`src/sv/mcat_pkg.sv`:
```
package mcat_pkg;

   localparam int CHAN_OUT_BITS = 3;
   localparam int LEVEL_BITS    = 4;
   localparam int THRESH_BITS   = 4;
   localparam int CSR_DATA_BITS = 8;
   localparam int LEVEL_DIVISOR = 75;

   typedef logic [CHAN_OUT_BITS-1:0] chan_out_type;
   typedef logic [LEVEL_BITS-1:0]    level_type;
   typedef logic [THRESH_BITS-1:0]   threshold_type;

   localparam level_type     LEVEL_MAX       = 4'd15;
   localparam threshold_type THRESHOLD_RESET = 4'd15;
   localparam chan_out_type  SHUT_NONE       = 3'd0;

   // lowest bits first: channel_index, level, over_limit, shut_output
   typedef struct packed {
      chan_out_type shut_output;
      logic         over_limit;
      level_type    level;
      chan_out_type channel_index;
   } result_type;

   localparam int RESULT_BITS   = $bits(result_type);
   localparam int RSP_DATA_BITS = ((RESULT_BITS + 7) / 8) * 8;

endpackage

```
`src/sv/multichannel_current_average_trip_unit.sv`:
```
// channel | direction | handshake             | payload
// req     | in        | req_tvalid/req_tready | sample
// rsp     | out       | rsp_tvalid/rsp_tready | channel_index, level, over_limit, shut_output
// csr     | in        | csr_tvalid/csr_tready | trip_threshold
//
// One request per cycle unless rsp_tready low stalls the stages; results pass s1, s2, s3, s4.
// The ring read for a request is issued as it is taken and the ring write happens
// when the request moves on, so the single RAM port pair carries one sample per cycle.
// Reset clears the sums, the channel pointer and the ring counter; ring entries read
// as zero until the first full pass has written them. Stages hold under rsp_tready low
// and empty stages still fill, so requests are taken while a result waits.
module multichannel_current_average_trip_unit #(
   parameter int WINDOW      = 32,
   parameter int CHANNELS    = 6,
   parameter int SAMPLE_BITS = 10
) (
   input  logic                                  clock,
   input  logic                                  reset,
   input  logic                                  req_tvalid,
   output logic                                  req_tready,
   input  logic [((SAMPLE_BITS+7)/8)*8-1:0]      req_tdata,  // sample
   output logic                                  rsp_tvalid,
   input  logic                                  rsp_tready,
   output logic [mcat_pkg::RSP_DATA_BITS-1:0]    rsp_tdata,  // channel_index, level,
                                                             // over_limit, shut_output
   input  logic                                  csr_tvalid,
   output logic                                  csr_tready,
   input  logic [mcat_pkg::CSR_DATA_BITS-1:0]    csr_tdata   // trip_threshold
);

   import mcat_pkg::*;

   localparam int CH_W  = (CHANNELS > 1) ? $clog2(CHANNELS) : 1;
   localparam int SUM_W = SAMPLE_BITS + $clog2(WINDOW);

   threshold_type threshold_ff, threshold_in;

   logic             sum_valid, sum_ready;
   logic [SUM_W-1:0] sum;
   logic [CH_W-1:0]  sum_chan;
   result_type       result;

   assign csr_tready   = 1'b1;
   assign threshold_in = (csr_tvalid && csr_tready) ? csr_tdata[THRESH_BITS-1:0]
                                                     : threshold_ff;

   always_ff @(posedge clock) begin
      if (reset) begin
         threshold_ff <= THRESHOLD_RESET;
      end else begin
         threshold_ff <= threshold_in;
      end
   end

   mcat_window #(
      .CHANNELS    (CHANNELS),
      .WINDOW      (WINDOW),
      .SAMPLE_BITS (SAMPLE_BITS),
      .CH_W        (CH_W),
      .SUM_W       (SUM_W)
   ) u_window (
      .clock       (clock),
      .reset       (reset),
      .in_valid    (req_tvalid),
      .in_ready    (req_tready),
      .in_sample   (req_tdata[SAMPLE_BITS-1:0]),
      .out_valid   (sum_valid),
      .out_ready   (sum_ready),
      .out_sum     (sum),
      .out_channel (sum_chan)
   );

   mcat_level #(
      .CHANNELS    (CHANNELS),
      .WINDOW      (WINDOW),
      .SAMPLE_BITS (SAMPLE_BITS),
      .CH_W        (CH_W),
      .SUM_W       (SUM_W)
   ) u_level (
      .clock      (clock),
      .reset      (reset),
      .threshold  (threshold_ff),
      .in_valid   (sum_valid),
      .in_ready   (sum_ready),
      .in_sum     (sum),
      .in_channel (sum_chan),
      .out_valid  (rsp_tvalid),
      .out_ready  (rsp_tready),
      .out_result (result)
   );

   assign rsp_tdata = RSP_DATA_BITS'(result);

endmodule

```
`src/sv/mcat_ram.sv`:
```
module mcat_ram #(
   parameter int WIDTH = 10,
   parameter int DEPTH = 192
) (
   input  logic                     clock,
   input  logic                     wr_en,
   input  logic [$clog2(DEPTH)-1:0] wr_addr,
   input  logic [WIDTH-1:0]         wr_data,
   input  logic [$clog2(DEPTH)-1:0] rd_addr,
   output logic [WIDTH-1:0]         rd_data
);

   logic [WIDTH-1:0] mem_ff [DEPTH];
   logic [WIDTH-1:0] rd_data_ff;

   always_ff @(posedge clock) begin
      if (wr_en) begin
         mem_ff[wr_addr] <= wr_data;
      end
      rd_data_ff <= mem_ff[rd_addr];
   end

   assign rd_data = rd_data_ff;

endmodule

```
`src/sv/mcat_window.sv`:
```
module mcat_window #(
   parameter int CHANNELS    = 6,
   parameter int WINDOW      = 32,
   parameter int SAMPLE_BITS = 10,
   parameter int CH_W        = (CHANNELS > 1) ? $clog2(CHANNELS) : 1,
   parameter int SUM_W       = SAMPLE_BITS + $clog2(WINDOW)
) (
   input  logic                   clock,
   input  logic                   reset,
   input  logic                   in_valid,
   output logic                   in_ready,
   input  logic [SAMPLE_BITS-1:0] in_sample,
   output logic                   out_valid,
   input  logic                   out_ready,
   output logic [SUM_W-1:0]       out_sum,
   output logic [CH_W-1:0]        out_channel
);

   localparam int DEPTH  = CHANNELS * WINDOW;
   localparam int ADDR_W = $clog2(DEPTH);

   // ring address walks every channel once per ring position, so it is a plain counter
   logic [CH_W-1:0]   chan_ff, chan_in;
   logic [ADDR_W-1:0] addr_ff, addr_in;
   logic              first_lap_ff, first_lap_in;

   logic                   s1_valid_ff, s1_valid_in;
   logic [SAMPLE_BITS-1:0] s1_sample_ff;
   logic [CH_W-1:0]        s1_chan_ff;
   logic [ADDR_W-1:0]      s1_addr_ff;
   logic                   s1_fresh_ff;

   logic [SUM_W-1:0] sums_ff [CHANNELS];

   logic             s2_valid_ff, s2_valid_in;
   logic [SUM_W-1:0] s2_sum_ff;
   logic [CH_W-1:0]  s2_chan_ff;

   logic                   s2_ready, accept, advance;
   logic [ADDR_W-1:0]      rd_addr;
   logic [SAMPLE_BITS-1:0] rd_data, old_sample;
   logic [SUM_W-1:0]       new_sum;

   assign s2_ready = !s2_valid_ff || out_ready;
   assign in_ready = !s1_valid_ff || s2_ready;
   assign accept   = in_valid && in_ready;
   assign advance  = s1_valid_ff && s2_ready;
   assign rd_addr  = accept ? addr_ff : s1_addr_ff;

   mcat_ram #(
      .WIDTH (SAMPLE_BITS),
      .DEPTH (DEPTH)
   ) u_ring (
      .clock   (clock),
      .wr_en   (advance),
      .wr_addr (s1_addr_ff),
      .wr_data (s1_sample_ff),
      .rd_addr (rd_addr),
      .rd_data (rd_data)
   );

   assign old_sample = s1_fresh_ff ? '0 : rd_data;
   assign new_sum    = sums_ff[s1_chan_ff] - SUM_W'(old_sample) + SUM_W'(s1_sample_ff);

   always_comb begin
      chan_in      = chan_ff;
      addr_in      = addr_ff;
      first_lap_in = first_lap_ff;
      if (accept) begin
         chan_in = (chan_ff == CH_W'(CHANNELS - 1)) ? '0 : chan_ff + 1'b1;
         if (addr_ff == ADDR_W'(DEPTH - 1)) begin
            addr_in      = '0;
            first_lap_in = 1'b0;
         end else begin
            addr_in = addr_ff + 1'b1;
         end
      end
      s1_valid_in = accept || (s1_valid_ff && !s2_ready);
      s2_valid_in = advance || (s2_valid_ff && !out_ready);
   end

   always_ff @(posedge clock) begin
      if (reset) begin
         chan_ff      <= '0;
         addr_ff      <= '0;
         first_lap_ff <= 1'b1;
         s1_valid_ff  <= 1'b0;
         s2_valid_ff  <= 1'b0;
         for (int i = 0; i < CHANNELS; i++) begin
            sums_ff[i] <= '0;
         end
      end else begin
         chan_ff      <= chan_in;
         addr_ff      <= addr_in;
         first_lap_ff <= first_lap_in;
         s1_valid_ff  <= s1_valid_in;
         s2_valid_ff  <= s2_valid_in;
         if (advance) begin
            sums_ff[s1_chan_ff] <= new_sum;
         end
      end
   end

   always_ff @(posedge clock) begin
      if (accept) begin
         s1_sample_ff <= in_sample;
         s1_chan_ff   <= chan_ff;
         s1_addr_ff   <= addr_ff;
         s1_fresh_ff  <= first_lap_ff;
      end
      if (advance) begin
         s2_sum_ff  <= new_sum;
         s2_chan_ff <= s1_chan_ff;
      end
   end

   assign out_valid   = s2_valid_ff;
   assign out_sum     = s2_sum_ff;
   assign out_channel = s2_chan_ff;

endmodule

```
`src/sv/mcat_level.sv`:
```
module mcat_level #(
   parameter int CHANNELS    = 6,
   parameter int WINDOW      = 32,
   parameter int SAMPLE_BITS = 10,
   parameter int CH_W        = (CHANNELS > 1) ? $clog2(CHANNELS) : 1,
   parameter int SUM_W       = SAMPLE_BITS + $clog2(WINDOW)
) (
   input  logic                       clock,
   input  logic                       reset,
   input  mcat_pkg::threshold_type    threshold,
   input  logic                       in_valid,
   output logic                       in_ready,
   input  logic [SUM_W-1:0]           in_sum,
   input  logic [CH_W-1:0]            in_channel,
   output logic                       out_valid,
   input  logic                       out_ready,
   output mcat_pkg::result_type       out_result
);

   import mcat_pkg::*;

   // floor(sum / (75 * WINDOW)) by reciprocal, exact over the whole sum range
   localparam int DIVISOR = LEVEL_DIVISOR * WINDOW;
   localparam int DIV_W   = $clog2(DIVISOR);
   localparam int SHIFT   = SUM_W + DIV_W;
   localparam int RECIP_W = SUM_W + 1;
   localparam int PROD_W  = SUM_W + RECIP_W;
   localparam longint unsigned RECIP_L = ((64'd1 << SHIFT) + DIVISOR - 1) / DIVISOR;
   localparam logic [RECIP_W-1:0] RECIP = RECIP_W'(RECIP_L);

   logic              s3_valid_ff, s3_valid_in;
   logic [PROD_W-1:0] s3_prod_ff;
   logic [CH_W-1:0]   s3_chan_ff;

   logic       s4_valid_ff, s4_valid_in;
   result_type s4_result_ff;

   logic        s4_ready, load3, load4;
   logic [31:0] quot;
   result_type  result;

   assign s4_ready = !s4_valid_ff || out_ready;
   assign in_ready = !s3_valid_ff || s4_ready;
   assign load3    = in_valid && in_ready;
   assign load4    = s3_valid_ff && s4_ready;

   always_comb begin
      quot                 = 32'(s3_prod_ff[PROD_W-1:SHIFT]);
      result.channel_index = chan_out_type'(s3_chan_ff);
      result.level         = (quot > 32'(LEVEL_MAX)) ? LEVEL_MAX : level_type'(quot);
      result.over_limit    = (result.level > threshold);
      result.shut_output   = SHUT_NONE;
      if (result.over_limit && (s3_chan_ff != '0)) begin
         result.shut_output = chan_out_type'(32'(CHANNELS) - 32'(s3_chan_ff));
      end
      s3_valid_in = load3 || (s3_valid_ff && !s4_ready);
      s4_valid_in = load4 || (s4_valid_ff && !out_ready);
   end

   always_ff @(posedge clock) begin
      if (reset) begin
         s3_valid_ff <= 1'b0;
         s4_valid_ff <= 1'b0;
      end else begin
         s3_valid_ff <= s3_valid_in;
         s4_valid_ff <= s4_valid_in;
      end
   end

   always_ff @(posedge clock) begin
      if (load3) begin
         s3_prod_ff <= PROD_W'(in_sum) * PROD_W'(RECIP);
         s3_chan_ff <= in_channel;
      end
      if (load4) begin
         s4_result_ff <= result;
      end
   end

   assign out_valid  = s4_valid_ff;
   assign out_result = s4_result_ff;

endmodule
```
`config.mk`:
```
export PLATFORM = sky130hd
export DESIGN_NAME = multichannel_current_average_trip_unit
export DESIGN_NICKNAME = d
export VERILOG_FILES = /design/src/sv/mcat_pkg.sv /design/src/sv/multichannel_current_average_trip_unit.sv /design/src/sv/mcat_ram.sv /design/src/sv/mcat_window.sv /design/src/sv/mcat_level.sv
export SDC_FILE = /design/constraint.sdc
export NUM_CORES = 2
export LEC_CHECK = 0
export BUFFER_PORTS_ARGS = -buffer_cell sky130_fd_sc_hd__buf_2
export CORE_MARGIN = 2
export CORE_UTILIZATION = 57
export CTS_CLUSTER_DIAMETER = 150
export DETAILED_ROUTE_END_ITERATION = 7
export GPL_TIMING_DRIVEN = 0
export PLACE_DENSITY_LB_ADDON = 0.08
export SYNTH_ARGS = -nofsm -noshare
export SYNTH_HDL_FRONTEND = slang
export SYNTH_HIERARCHICAL = 1
export SYNTH_SLANG_ARGS = --single-unit
```
`constraint.sdc`:
```
create_clock -name clock -period 5.5 [get_ports clock]
set_input_delay 1.1 -clock clock [delete_from_list [all_inputs] [get_ports clock]]
set_output_delay 1.1 -clock clock [all_outputs]
set_load 0.02 [all_outputs]
```
==> metrics <==
Die Span Y=~400 µm; share of the yosys chip area belonging to registers=0.721; Compound-Gate Fraction of Synth Area=0.0294; Worst-path clk slew=0.06 ns; Reg power frac=0.398; PwrDens=454 mW/mm²; Endpoint, Worst Hold=u_level/s3_chan_ff[0]; layout cells sized above 1=0.239; #FFs+latches synth=2131; Fin. Hold Viols=0; headroom to the max-slew limit=-0.0871; leading cell type in the layout, fill and taps excluded=edfxtp_1; failing checks=capacitance limit, slew limit, setup timing; origin of the critical flop-to-flop path=u_level/out_valid; CTS tree=yes; largest net degree at the start of global routing=33; DRC errors left=0; met1 Resource Use GR=0.440; Layout Skew=just over 0.04 ns; EDFF count, synth=between 2k and 2.5k; DP Wirelength=~170000 µm; H-tree Lvls=4; Critical Path RT=approximately 6 ns; Pint=~32000 µW; worst reg-to-reg setup slack=-0.01 ns; Worst setup SP type=register; core outline area=0.154 mm²; hold-fix buffer count after cts=0; arrival time worst endpoint=about 6.1 ns; number of fill cells in the layout=~10k; IO Pins=between 40 and 50; wire per inst=roughly 33 µm; endpoints failing setup=1; Final Max Slew Viols=29; vias per inst=roughly 6.5; Avg Inst Size Synth=between 15 and 20 µm²; first-pass GRT wire length=between 300000 and 400000 µm; Hold Path Origin=u_window/out_channel[0]; main combinational cell family by area after synthesis=multiplexers; Switch Pwr=around 14000 µW; Port Buf Inserts=31; CP Max Fanout=10; met3 Use GR=0.0802; Cells after Synth=roughly 4.6k; depth of the worst hold-timing path=0; initial antenna violation count=8; Synth Area in Adders=0.0423; Slew @ Worst Pin=around 1.6 ns; Pre-antenna DRT Iters=6; post-route worst setup slack=-0.0139 ns; M2 GR Usage=0.461; gpl congestion=0.955; Tmin final=approximately 5.5 ns; DRT iter0 DRCs=between 6k and 7k; YS warnings=6; num rows=~140; post-synth cell types=74; fin cells=approximately 7k; Reg2Reg Depth=16; period utilization=1.00; total CTS buffers=208; Crit Path Class=register to register; area growth from synthesis to layout=14.5%; post-synthesis simple-gate area fraction=0.0363; most frequent cells in the layout=edfxtp_1, mux4_2, nor2_1, clkbuf_16, inv_1; nets@finish=just over 5k; routed via count=~47k; nature of the critical path endpoint=register; RR Endpoint=u_window/u_ring/rd_data[0]; CTS Buffer Depth=3; maximum vdd drop=approximately 1100 µV; Sw Share=0.304; routed wire length=between 200000 and 250000 µm; die area=~0.16 mm²; multiplexer area fraction after synthesis=0.146; Final Util=0.657; xor/xnor cell area share of the yosys netlist=0.00278; ys flop type=edfxtp_1; Placed Cells=roughly 6.7k; Initial Utilization=0.573; Mapped Area=roughly 0.088 mm²; max_cap viols=3; clock latency on the worst-skew pair=~0.84 ns; Clock Power Share=0.299; Hold Path Class=register to register; fmax=~180 MHz; root buffer cell=clkbuf_16; async set-reset flop share out of synthesis=0; Logic pwr share=0.303; status=complete, but fails checks; GR Util All Layers=0.306; gr busiest metal=met2; vias in the first global route=between 40k and 50k; Lkg Pwr=0.0330 µW; Overflow after GRT=0; Die W=roughly 400 µm; Routed Antenna Nets=0; Worst Hold Slack=around 0.42 ns; # clock sinks=between 2k and 2.5k
timing repair:
item | in CTS | in global routing
setup endpoints to repair | 14 | 277
pin swaps | 1 | 25
resized for setup | 147 | 82
buffers inserted | 11 | 21
cells by family after synthesis:
logic type | after synthesis
buffers and inverters | 419
flip-flops | 2131
adder cells (fa/ha/maj) | 239
other | 2
multiplexers | 673
AND/OR/NAND/NOR | 694
AO/OA/AOI/OAI | 371
XOR/XNOR | 28
layer usage:
metal	wire length (µm)	share of wire
met1	92700	0.39
met2	110000	0.46
met3	26500	0.11
met4	9100	0.038
met5	36	0.00015
synth_stat cells, types with 8 or more instances:
cell type | n | area share
xnor2_1 | 13 | 0.0013
buf_4 | 25 | 0.0021
nor3_1 | 62 | 0.0035
nand2_1 | 148 | 0.0063
xor2_1 | 15 | 0.0015
o21a_1 | 10 | 0.00085
mux4_2 | 488 | 0.12
dfxtp_1 | 41 | 0.0093
mux2i_1 | 173 | 0.020
buf_6 | 28 | 0.0036
nor2_1 | 277 | 0.012
a211oi_1 | 16 | 0.0014
nand2b_1 | 19 | 0.0013
nor2b_1 | 37 | 0.0026
nand3_1 | 61 | 0.0035
and3_1 | 22 | 0.0016
a21oi_1 | 86 | 0.0049
o21ai_0 | 32 | 0.0018
fa_1 | 99 | 0.022
a21o_1 | 18 | 0.0015
clkbuf_1 | 113 | 0.0048
a221oi_1 | 22 | 0.0022
edfxtp_1 | 2090 | 0.71
a22oi_1 | 57 | 0.0048
o22ai_1 | 35 | 0.0025
a31oi_1 | 8 | 0.00057
buf_2 | 38 | 0.0022
buf_1 | 21 | 0.00089
nand4_1 | 19 | 0.0013
ha_1 | 140 | 0.020
o221ai_1 | 32 | 0.0032
mux2_2 | 12 | 0.0015
and2_1 | 13 | 0.00092
inv_1 | 185 | 0.0079
per-stage QoR:
step                      total power (µW)  setup TNS, ns  cell area [µm²]  setup WS (ns)
final                                45800        -0.0139           101000        -0.0139
after global routing                 48300        -0.0470           101000        -0.0470
after CTS                            44600              0           101000       0.000266
after detailed placement             30800        -404.79            93400          -3.35
after global placement               30600       -2765.43            91000          -3.84
after floorplan                      27500              0            88200          0.147
worst max-delay path, stage by stage (launching register included):
cell and delay [ns]:
dfxtp_1 0.33, nor2b_1 0.27, nand2_1 0.18, nand3b_1 0.40, nand2_2 0.25, clkbuf_4 0.32, nand2_1 0.09, nand2_1 0.13
clkbuf_1 0.43, buf_2 0.39, clkdlybuf4s18_2 0.60, clkbuf_2 0.49, nor3_2 0.14, a21oi_1 0.17, nand4_1 0.41, a31oi_2 0.45
a21oi_1 0.23
power by group through the flow:
stage | combinational, µW | sequential, µW | clock, µW
6_report | 13900 | 18300 | 13700
5_1_grt | 15600 | 18300 | 14500
4_1_cts | 12500 | 18300 | 13900
3_5_place_dp | 12200 | 18600 | 0
3_3_place_gp | 11500 | 19100 | 0
2_1_floorplan | 8750 | 18800 | 0
sequential cells by signal, summed over array words and instances (netlist names), 3 cells and up, named ones only:
register,cells
u_window/u_ring/mem_ff,1920
u_level/out_result,11
u_level/s3_chan_ff,3
u_window/sums_ff,120
u_level/s3_prod_ff,4
u_window/s1_chan_ff,3
u_window/u_ring/rd_data,10
u_window/chan_ff,3
u_window/out_channel,3
u_window/s1_sample_ff,10
threshold_ff,4
u_window/s1_addr_ff,8
u_window/addr_ff,8
u_window/out_sum,15
area by class of cell:
cell class	instances	area [µm²]	area share
Inverter	187	706	0.00698
Tap cell	2044	2560	0.0253
Clock inverter	112	977	0.00967
Multi-Input combinational cell	2011	23300	0.230
Buffer	229	1460	0.0145
Antenna cell	6	15.0	0.000149
Clock buffer	270	5580	0.0552
Sequential cell	2131	63600	0.629
Timing Repair Buffer	160	2900	0.0287
worst max-delay path by stage:
stage	end	from	cells after the start
finish	u_window/u_ring/rd_data[0]	u_level/out_valid	16
global route	u_level/s3_prod_ff[30]	u_window/out_sum[12]	16
CTS	u_window/u_ring/rd_data[3]	u_level/out_valid	19
detailed placement	u_window/u_ring/rd_data[1]	rsp_tready	18
global placement	u_window/u_ring/rd_data[1]	rsp_tready	18
floorplan	u_window/sums_ff[5][13]	u_window/s1_sample_ff[6]	10
(Power assumes the default switching activity.)
